## config.mk

```make
export PLATFORM = sky130hd
export DESIGN_NAME = tlb_lfu_address_translator
export DESIGN_NICKNAME = d
export VERILOG_FILES = /design/src/design/tlb_pkg.sv /design/src/design/tlb_front.sv /design/src/design/tlb_back.sv /design/src/design/tlb_lfu_address_translator.sv
export SDC_FILE = /design/constraint.sdc
export NUM_CORES = 2
export LEC_CHECK = 0
export ABC_AREA = 0
export BUFFER_PORTS_ARGS = -buffer_cell sky130_fd_sc_hd__buf_2
export CAP_MARGIN = 20
export CORE_MARGIN = 8
export CORE_UTILIZATION = 25
export CTS_BUF_LIST = sky130_fd_sc_hd__clkbuf_4
export DETAILED_ROUTE_END_ITERATION = 7
export GPL_TIMING_DRIVEN = 0
export SKIP_CTS_REPAIR_TIMING = 1
export SLEW_MARGIN = 5
export SYNTH_ARGS = -nofsm -noshare
export SYNTH_HDL_FRONTEND = slang
export SYNTH_SLANG_ARGS = --single-unit
```

## constraint.sdc

```tcl
create_clock -name clk -period 6 [get_ports clk]
set_input_delay 0 -clock clk [delete_from_list [all_inputs] [get_ports clk]]
set_output_delay 0 -clock clk [all_outputs]
set_load 0.01 [all_outputs]
```

## src/design/tlb_pkg.sv

```systemverilog
// ----------------------------------------------------------------------------
// tlb_pkg
// Shared widths, defaults and transaction types of the address translator.
// ----------------------------------------------------------------------------
package tlb_pkg;

  localparam int VA_W            = 16;
  localparam int OFFSET_BITS     = 8;
  localparam int PAGE_W          = VA_W - OFFSET_BITS;
  localparam int PAGE_COUNT      = 1 << PAGE_W;
  localparam int FRAME_OUT_W     = 8;
  localparam int USE_W           = 16;
  localparam int HIT_W           = 32;
  localparam int DEF_TLB_ENTRIES = 16;
  localparam int DEF_FRAME_TOTAL = 256;

  localparam logic [USE_W-1:0] USE_MAX = '1;

  typedef struct packed {
    logic [PAGE_W-1:0]      page;
    logic [OFFSET_BITS-1:0] offset;
  } item_t;

  typedef struct packed {
    logic  valid;
    item_t item;
  } queue_head_t;

endpackage

```

## src/design/tlb_front.sv

```systemverilog
// ----------------------------------------------------------------------------
// tlb_front
// Accepts addresses, splits them into page and offset, and queues them.
// ----------------------------------------------------------------------------
module tlb_front
  import tlb_pkg::*;
(
  input  logic              clk,
  input  logic              rst,
  input  logic              start,
  output logic              busy,
  input  logic [VA_W-1:0]   virtual_address,
  input  logic              pop,
  output queue_head_t       head
);

  localparam int DEPTH = 2;
  localparam int PTR_W = $clog2(DEPTH);
  localparam int CNT_W = $clog2(DEPTH + 1);

  item_t            slots [DEPTH];
  logic [PTR_W-1:0] wr_ptr;
  logic [PTR_W-1:0] rd_ptr;
  logic [CNT_W-1:0] count;
  logic             push;
  logic             take;

  assign busy = (count == CNT_W'(DEPTH));
  assign push = start && !busy;
  assign take = pop && (count != '0);

  assign head.valid = (count != '0);
  assign head.item  = slots[rd_ptr];

  always_ff @(posedge clk) begin
    if (rst) begin
      wr_ptr <= '0;
      rd_ptr <= '0;
      count  <= '0;
    end else begin
      if (push) begin
        wr_ptr <= wr_ptr + 1'b1;
      end
      if (take) begin
        rd_ptr <= rd_ptr + 1'b1;
      end
      case ({push, take})
        2'b10:   count <= count + 1'b1;
        2'b01:   count <= count - 1'b1;
        default: count <= count;
      endcase
    end
  end

  always_ff @(posedge clk) begin
    if (push) begin
      slots[wr_ptr].page   <= virtual_address[VA_W-1:OFFSET_BITS];
      slots[wr_ptr].offset <= virtual_address[OFFSET_BITS-1:0];
    end
  end

endmodule

```

## src/design/tlb_back.sv

```systemverilog
// ----------------------------------------------------------------------------
// tlb_back
// TLB lookup, page table walk, frame allocation and LFU replacement.
// ----------------------------------------------------------------------------
module tlb_back
  import tlb_pkg::*;
#(
  parameter int TLB_ENTRIES = DEF_TLB_ENTRIES,
  parameter int FRAME_TOTAL = DEF_FRAME_TOTAL
)
(
  input  logic                   clk,
  input  logic                   rst,
  input  queue_head_t            head,
  output logic                   pop,
  output logic                   done,
  output logic [VA_W-1:0]        physical_address,
  output logic [FRAME_OUT_W-1:0] frame_number,
  output logic                   tlb_hit,
  output logic                   page_fault,
  output logic [HIT_W-1:0]       hit_total
);

  localparam int IDX_W   = $clog2(TLB_ENTRIES);
  localparam int FILL_W  = $clog2(TLB_ENTRIES + 1);
  localparam int FRAME_W = $clog2(FRAME_TOTAL);

  typedef enum logic [2:0] {
    S_IDLE = 3'b001,
    S_LOOK = 3'b010,
    S_SCAN = 3'b100
  } state_t;

  state_t state;

  logic [PAGE_W-1:0]      cur_page;
  logic [OFFSET_BITS-1:0] cur_off;
  logic [FRAME_W-1:0]     pt_rdata;
  logic                   mapped_r;

  logic [FRAME_W-1:0]     page_frame [PAGE_COUNT];
  logic [PAGE_COUNT-1:0]  page_mapped;

  logic [TLB_ENTRIES-1:0] tlb_valid;
  logic [PAGE_W-1:0]      tlb_page  [TLB_ENTRIES];
  logic [FRAME_W-1:0]     tlb_frame [TLB_ENTRIES];
  logic [USE_W-1:0]       tlb_use   [TLB_ENTRIES];
  logic [FILL_W-1:0]      fill;
  logic [FRAME_W-1:0]     nff;
  logic [HIT_W-1:0]       hit_counter;

  logic [IDX_W-1:0]       scan_idx;
  logic [IDX_W-1:0]       best_idx;
  logic [USE_W-1:0]       best_cnt;
  logic [FRAME_W-1:0]     ins_frame;

  logic                   hit;
  logic [IDX_W-1:0]       hit_idx;
  logic [FRAME_W-1:0]     miss_frame;
  logic [FRAME_W-1:0]     look_frame;
  logic                   tlb_full;
  logic                   fault;
  logic                   scan_less;
  logic                   scan_last;
  logic [IDX_W-1:0]       victim;
  logic                   ins_en;
  logic [IDX_W-1:0]       ins_slot;
  logic [FRAME_W-1:0]     ins_frame_val;

  // lowest matching index wins
  always_comb begin
    hit     = 1'b0;
    hit_idx = '0;
    for (int i = TLB_ENTRIES - 1; i >= 0; i--) begin
      if (tlb_valid[i] && (tlb_page[i] == cur_page)) begin
        hit     = 1'b1;
        hit_idx = IDX_W'(i);
      end
    end
  end

  assign pop           = (state == S_IDLE) && head.valid;
  assign miss_frame    = mapped_r ? pt_rdata : nff;
  assign look_frame    = hit ? tlb_frame[hit_idx] : miss_frame;
  assign tlb_full      = (fill == FILL_W'(TLB_ENTRIES));
  assign fault         = (state == S_LOOK) && !hit && !mapped_r;
  assign scan_less     = (tlb_use[scan_idx] < best_cnt);
  assign scan_last     = (scan_idx == IDX_W'(TLB_ENTRIES - 1));
  assign victim        = scan_less ? scan_idx : best_idx;
  assign ins_en        = ((state == S_LOOK) && !hit && !tlb_full) ||
                         ((state == S_SCAN) && scan_last);
  assign ins_slot      = (state == S_SCAN) ? victim : fill[IDX_W-1:0];
  assign ins_frame_val = (state == S_SCAN) ? ins_frame : miss_frame;
  assign hit_total     = hit_counter;

  always_ff @(posedge clk) begin
    if (rst) begin
      state       <= S_IDLE;
      tlb_valid   <= '0;
      page_mapped <= '0;
      fill        <= '0;
      nff         <= '0;
      hit_counter <= '0;
      done        <= 1'b0;
    end else begin
      done <= (state == S_LOOK);
      if (ins_en) begin
        tlb_valid[ins_slot] <= 1'b1;
      end
      if (ins_en && (state == S_LOOK)) begin
        fill <= fill + 1'b1;
      end
      if (fault) begin
        page_mapped[cur_page] <= 1'b1;
        if (nff == FRAME_W'(FRAME_TOTAL - 1)) begin
          nff <= '0;
        end else begin
          nff <= nff + 1'b1;
        end
      end
      if ((state == S_LOOK) && hit) begin
        hit_counter <= hit_counter + 1'b1;
      end
      case (state)
        S_IDLE: begin
          if (head.valid) begin
            state <= S_LOOK;
          end
        end
        S_LOOK: begin
          if (!hit && tlb_full) begin
            state <= S_SCAN;
          end else begin
            state <= S_IDLE;
          end
        end
        S_SCAN: begin
          if (scan_last) begin
            state <= S_IDLE;
          end
        end
        default: state <= S_IDLE;
      endcase
    end
  end

  // page table memory
  always_ff @(posedge clk) begin
    if (fault) begin
      page_frame[cur_page] <= nff;
    end
    if (pop) begin
      pt_rdata <= page_frame[head.item.page];
    end
  end

  always_ff @(posedge clk) begin
    if (pop) begin
      cur_page <= head.item.page;
      cur_off  <= head.item.offset;
      mapped_r <= page_mapped[head.item.page];
    end

    if (ins_en) begin
      tlb_page[ins_slot]  <= cur_page;
      tlb_frame[ins_slot] <= ins_frame_val;
      tlb_use[ins_slot]   <= '0;
    end else if ((state == S_LOOK) && hit && (tlb_use[hit_idx] != USE_MAX)) begin
      tlb_use[hit_idx] <= tlb_use[hit_idx] + 1'b1;
    end

    // victim search: walk the entries, keep the first lowest count
    if (state == S_LOOK) begin
      best_idx  <= '0;
      best_cnt  <= tlb_use[0];
      scan_idx  <= IDX_W'(1);
      ins_frame <= miss_frame;
    end else if (state == S_SCAN) begin
      if (scan_less) begin
        best_idx <= scan_idx;
        best_cnt <= tlb_use[scan_idx];
      end
      scan_idx <= scan_idx + 1'b1;
    end

    if (state == S_LOOK) begin
      physical_address <= {PAGE_W'(look_frame), cur_off};
      frame_number     <= FRAME_OUT_W'(look_frame);
      tlb_hit          <= hit;
      page_fault       <= fault;
    end
  end

endmodule

```

## src/design/tlb_lfu_address_translator.sv

```systemverilog
// An accepted address is queued, popped into the lookup registers, and the result
// and done are registered at the end of the lookup state. A new address is taken
// only from idle, after the last lookup and any walk end; a miss with a full
// TLB walks the use counts one entry per cycle. A 2-deep queue absorbs bursts.
// Results cannot be stalled; done is high for one cycle per transaction.
// Reset clears the TLB valid bits, page-mapped bits and counters.
// ----------------------------------------------------------------------------
// tlb_lfu_address_translator
// Virtual to physical translation through an LFU TLB backed by a page table.
// ----------------------------------------------------------------------------
module tlb_lfu_address_translator
  import tlb_pkg::*;
#(
  parameter int TLB_ENTRIES = DEF_TLB_ENTRIES,
  parameter int FRAME_TOTAL = DEF_FRAME_TOTAL
)
(
  input  logic                   clk,
  input  logic                   rst,
  input  logic                   start,
  output logic                   busy,
  input  logic [VA_W-1:0]        virtual_address,
  output logic                   done,
  output logic [VA_W-1:0]        physical_address,
  output logic [FRAME_OUT_W-1:0] frame_number,
  output logic                   tlb_hit,
  output logic                   page_fault,
  output logic [HIT_W-1:0]       hit_total
);

  queue_head_t head;
  logic        pop;

  tlb_front u_front (
    .clk             (clk),
    .rst             (rst),
    .start           (start),
    .busy            (busy),
    .virtual_address (virtual_address),
    .pop             (pop),
    .head            (head)
  );

  tlb_back #(
    .TLB_ENTRIES (TLB_ENTRIES),
    .FRAME_TOTAL (FRAME_TOTAL)
  ) u_back (
    .clk              (clk),
    .rst              (rst),
    .head             (head),
    .pop              (pop),
    .done             (done),
    .physical_address (physical_address),
    .frame_number     (frame_number),
    .tlb_hit          (tlb_hit),
    .page_fault       (page_fault),
    .hit_total        (hit_total)
  );

endmodule

```

Word level (Yosys, flattened, before mapping)
Memories as Yosys holds them, arrays and structs flattened. A register that Yosys moved wholly into a read port is not among the register bits.
Index checks and enable logic that the tools add are counted.
{"block": "totals", "regBits": 400, "input_bits": 19, "output_inout_bits": 60, "memories": 5, "word_cells": 180, "mem_bits_rw": 2592}
{"name": "u_back.page_frame", "depth": 256, "word_bits": 8, "read_ports": 1, "rd_clocked_by_memory_dff": 1, "wr": 1, "line": "tlb_back.sv:41", "text": "logic [FRAME_W-1:0] page_frame [PAGE_COUNT];"}
{"name": "u_back.tlb_use", "depth": 16, "word_bits": 16, "read_ports": 3, "rd_clocked_by_memory_dff": 1, "wr": 1, "line": "tlb_back.sv:47", "text": "logic [USE_W-1:0] tlb_use [TLB_ENTRIES];"}
{"name": "u_back.tlb_frame", "depth": 16, "word_bits": 8, "read_ports": 1, "rd_clocked_by_memory_dff": 0, "wr": 1, "line": "tlb_back.sv:46", "text": "logic [FRAME_W-1:0] tlb_frame [TLB_ENTRIES];"}
{"name": "u_back.tlb_page", "depth": 16, "word_bits": 8, "read_ports": 16, "rd_clocked_by_memory_dff": 0, "wr": 1, "line": "tlb_back.sv:45", "text": "logic [PAGE_W-1:0] tlb_page [TLB_ENTRIES];"}
{"name": "u_front.slots", "depth": 2, "word_bits": 16, "read_ports": 1, "rd_clocked_by_memory_dff": 1, "wr": 1, "line": "tlb_front.sv:21", "text": "item_t slots [DEPTH];"}
{"block": "classes", "muxes": 68, "magnitude_cmp": 6, "eq_ne": 28, "reduce_logical": 41, "n_bitwise": 2, "n_addsub": 9}
{"cell": "$or 256x256->256", "count": 1}
{"cell": "$eq 8x8->1", "count": 16}
{"cell": "$mux 4", "count": 21}
{"cell": "$mux 16", "count": 4}
{"cell": "$add 32x1->32 const B", "count": 1}
{"cell": "$mux 8", "count": 4}
{"cell": "$mux 1", "count": 31}
{"cell": "$logic_and 1x1->1", "count": 29}
{"cell": "$lt 8x9->1 const B", "count": 2}
{"cell": "$add 16x1->16 const B", "count": 1}
{"cell": "$lt 16x16->1", "count": 1}
{"cell": "$ne 16x16->1 const B", "count": 1}
{"cell": "$or 16x16->16", "count": 1}
{"cell": "$reduce_or 16->1", "count": 1}
{"cell": "$mux 3", "count": 3}
{"cell": "$pmux 3 s3", "count": 1}
{"cell": "$add 8x1->8 const B", "count": 1}
{"cell": "$bmux 1 s8", "count": 1}
{"cell": "$demux 1 s8", "count": 1}
{"cell": "$eq 8x8->1 const B", "count": 1}
{"cell": "$ge 8x1->1 const B", "count": 1}
{"cell": "$reduce_bool 2->1", "count": 4}
{"cell": "$add 5x1->5 const B", "count": 1}
{"cell": "$eq 5x5->1 const B", "count": 1}
{"cell": "other kinds (18)", "count": 25}

Logic depth before layout (Yosys ltp)
An unclocked memory read counts as a cell.
{"block": "logic_depth", "depth_word": 27, "depth_mapped": 21, "ltp_nobuf": 16}

By module
A second synthesis with hierarchy kept.
{"block": "hier_totals", "cells_unflattened": 6426, "area_unflattened_um2": 119016.6}
{"module": "tlb_back", "seq_area_each_um2": 85552.1, "n_inst": 1, "area_per_inst_um2": 117639.1, "cells_per_inst": 6350}
{"module": "tlb_front", "seq_area_each_um2": 1061.0, "n_inst": 1, "area_per_inst_um2": 1377.6, "cells_per_inst": 76}

Worst setup path before layout
Ideal clock, no wire load.
{"block": "synth_path", "path_type": "flip-flop to flip-flop", "from": "register with a tool-made name", "to": "memory u_back.tlb_use[6][0] (enable)", "arrival_time_ns": 5.405, "period_less_slack_ns": 5.816, "required_ns": 5.589, "path_buffers": 3, "setup_time_ns": 0.411, "path_slack_ns": 0.184, "stages_incl_launch_ff": 19, "path_cell_list": "dfxtp_1 clkbuf_1 clkbuf_1 mux4_2 mux4_2 ha_1 a21o_1 a21o_1 a21o_1 a21o_1 a21o_1 a21o_1 a221o_1 clkbuf_1 mux2i_1 o21ai_1 nand2b_1 or2_2 o21ai_0"}
{"element": "end, declared", "line": "tlb_back.sv:47"}

==> results.toml <==
[power_and_ir_drop]
seq_power_share = 0.422
power.density_nw_per_um2 = 373.1
internal_power_w = 0.03569
vdd_drop_max_mv = 0.2194
leakage_nw = 49.87
clkPwrFrac = 0.327
swShare = 0.3470
p_sw_w = 0.01896
comb_power_share = 0.251

[timing]
fmax_ghz = 0.1580
drv_slew = 0
rsz0062_at_grt = "true"
slew_headroom = 0.1132
tightest_slew_ns = 1.327
period_needed_ns = 6.328
setup_slack_ns = -0.3281
hold_violations = 0
setup_viol = 29
period_share = 1.055
skew_ns = 0.2791

[drt]
met1_length_um = 165300
drc_errors = 1
dr.pass1.iters = 8
wl_met2_um = 187000
viasPerCell = 4.987
vias = 91130
drt-wirelength-per-cell_um = 23.67
top_layer_used = "met5"
ant_nets = 0
dr_wl_met3_um = 51750
drt_iter0_markers = 12980
wl_um = 432500

[floorplanning]
dieWidth_um = 717.2
initial_core_util = 0.2510
pin_count = 79
die_h_um = 717.2
rows = 257
core_area_um2 = 489700
dieArea_um2 = 514400

[layout]
final_nets = 11210
fin_util = 0.2990
fill_cells = 49770
final_cells = 18270
area_growth_syn_to_layout_pct = 19.14
drive_gt1_frac = 0.1722

[synthesis]
syn_nets = 10120
syn-cell-area_um2 = 122900
synth-warning-count = 0
synthArstFlopShare = 0
seq_area_frac_synth = 0.7046
synth.top_cell.area_share = 0.6496
synthTopCellsByArea = "edfxtp_1 (65%), nand2_1 (8.0%), dfxtp_1 (5.5%), nand3_1 (5.1%), a311oi_1 (2.8%)"
post_synth_num_cell_types = 85
syn_area_per_cell_um2 = 12.19
syn_inst = 10080
yosys.area.top_type = "edfxtp_1"
synth-seq-cells = 2997
synth_edf_count = 2659
ys.flop_type = "edfxtp_1"

[clock_network]
htree_levels = 6
clock_tree.root_cell = "clkbuf_4"
clkTransAtPathRegs_ns = 0.07
cts_tree = "yes"
cts_buffers = 744
insertion_delay_ns = 1.64
numClockSinks = 2997
cts_buffer_depth = 4

[setup_path]
required_ns = 7.07
worstSetupPathType = "flip-flop to flip-flop"
endpoint_kind = "flip-flop"
crit_arrival_ns = 7.40
critPathLaunchType = "flip-flop"
critPathMaxFanout = 10

[placement]
gp_congestion = 0.9643
place_inst = 16750
numPortBuffers = 77
post-dp-hpwl_um = 300700

[outcome]
outcome = "finished, violations left"
failed_checks = "design-rule violations, negative setup slack"

[global_route]
antenna_found_initial = 28
track_usage = 0.1586
grt_pass1_wl_um = 601200
grt_pass1_vias = 84990
grt_max_degree = 70
overflow = 0

[job]
cap_violations = 0

[min_path]
hold_path.class = "input port to flip-flop"
[metrics by stage]
| step | worst slack [ns] | instance area [µm²] | total power (W) | hold slack (ns) | setup TNS, ns |
|---|---|---|---|---|---|
| 2_1_floorplan | 0.1842 | 122900 | 0.02988 | 0.09887 | 0 |
| 3_3_place_gp | -6.875 | 131400 | 0.03592 | 0.1894 | - |
| 3_5_place_dp | -1.831 | 134100 | 0.03633 | 0.1925 | -2419.94 |
| 4_1_cts | -1.791 | 144000 | 0.05395 | -1.465 | -2243.44 |
| 5_1_grt | -0.1314 | 146400 | 0.05612 | 0.03975 | -13.38 |
| 6_report | -0.3281 | 146500 | 0.05465 | 0.03265 | -2.036 |
[logic make-up (layout without fill, tap and decap cells)]
kind of cell	Yosys count	after routing	share of synthesized area
DFF	2997	2997	0.7046
and+or+nand+nor	5092	5092	0.1760
AOI/OAI and AO/OA	791	791	0.05066
muxes	224	224	0.02785
xor gates and xnor gates	177	177	0.01261
adders and majority gates	22	22	0.002239
other	0	19	0
buffers and inverters	779	2477	0.02601
[cells in the mapped netlist, types with 74 or more instances]
library cell,count
mux4_2,90
a311oi_1,398
clkbuf_1,565
a31oi_1,74
nand2_1,2620
edfxtp_1,2659
inv_1,74
a21oi_1,101
dfxtp_1,338
mux2i_1,114
nand3_1,1251
xnor2_1,111
and3_1,187
nor2_1,849
[flip-flops by register name, indices dropped and copies added, names as in the netlist, 4 cells and up, named ones only]
register,cells
u_back.nff,8
u_back.best_idx,4
u_front.slots,32
u_back.pt_rdata,8
u_back.cur_page,8
u_back.cur_off,8
u_back.page_frame,2048
u_back.tlb_valid,16
u_back.ins_frame,8
u_back.tlb_page,128
u_back.scan_idx,4
u_back.tlb_use,256
u_back.hit_total,32
u_back.tlb_frame,128
u_back.page_mapped,256
u_back.frame_number,8
u_back.fill,5
u_back.best_cnt,16
u_back.physical_address,8
[critical path, stage by stage (launching register included)]
cell and delay [ns]:
dfxtp_2 0.57, mux2i_4 0.66, buf_16 0.24, clkbuf_1 0.43
clkbuf_2 0.69, clkbuf_1 0.95, nand3_1 0.19, a311oi_1 0.64
a31oi_1 0.10, a21oi_1 0.49, nand2_1 0.16, o311ai_0 0.21
buf_2 0.29, a31oi_1 0.29
[cell usage in the layout (no fill, tap or decap), drive strengths merged, types with 10 or more instances in the layout]
cell,count
edfxtp,2659
nand2,2623
clkbuf,1745
nand3,1251
nor2,850
buf,410
a311oi,398
dfxtp,338
and3,187
clkinv,142
mux2i,114
xnor2,111
a21oi,103
mux4,92
inv,85
a31oi,75
xor2,66
nor3,61
dlygate4sd3,53
nand4,40
a211oi,34
o21ai,31
clkinvlp,27
ha,22
o31ai,21
o21ba,20
diode,19
mux2,18
o311ai,18
or2,13
nor4,13
or3,12
bufinv,11
nand2b,11
nor2b,11
o22ai,10
o211ai,10
a221oi,10
[path summary, 6_finish.rpt]
| path | start | to | slack, ns | depth (start not counted) |
|---|---|---|---|---|
| min reg2reg | u_back.cur_off[2] | u_back.physical_address[2] | 0.42 | 0 |
| max reg2reg | flip-flop | u_back.pt_rdata[7] | -0.33 | 13 |
| max | flip-flop | u_back.pt_rdata[7] | -0.33 | 13 |
| min | rst | u_back.hit_total[25] | 0.03 | 5 |
[cell type report]
class	count	area, µm²	area share
Sequential cell	2997	86650	0.5917
Multi-Input combinational cell	6306	34040	0.2325
Clock buffer	1171	8791	0.06003
Tap cell	6475	8102	0.05532
Timing Repair Buffer	349	4263	0.02911
Buffer	692	3042	0.02077
Clock inverter	184	1146	0.007826
Inverter	81	367.9	0.002512
Antenna cell	19	47.55	0.0003246
[layer usage]
| layer | track usage | vias to the layer above |
|---|---|---|
| li1 | - | 39400 |
| met1 | 0.2061 | 44690 |
| met2 | 0.2385 | 5835 |
| met3 | 0.04138 | 1193 |
| met4 | 0.09210 | 8 |
| met5 | 0.0004624 | - |
[power by group through the flow]
stage	Clock, W	Combinational [W]	Sequential [W]
5_1_grt	0.0190	0.0140	0.0230
3_3_place_gp	0	0.0122	0.0237
2_1_floorplan	0	0.00637	0.0235
6_report	0.0179	0.0137	0.0230
4_1_cts	0.0180	0.0128	0.0232
3_5_place_dp	0	0.0127	0.0236
Power figures use the tool's default switching activity.
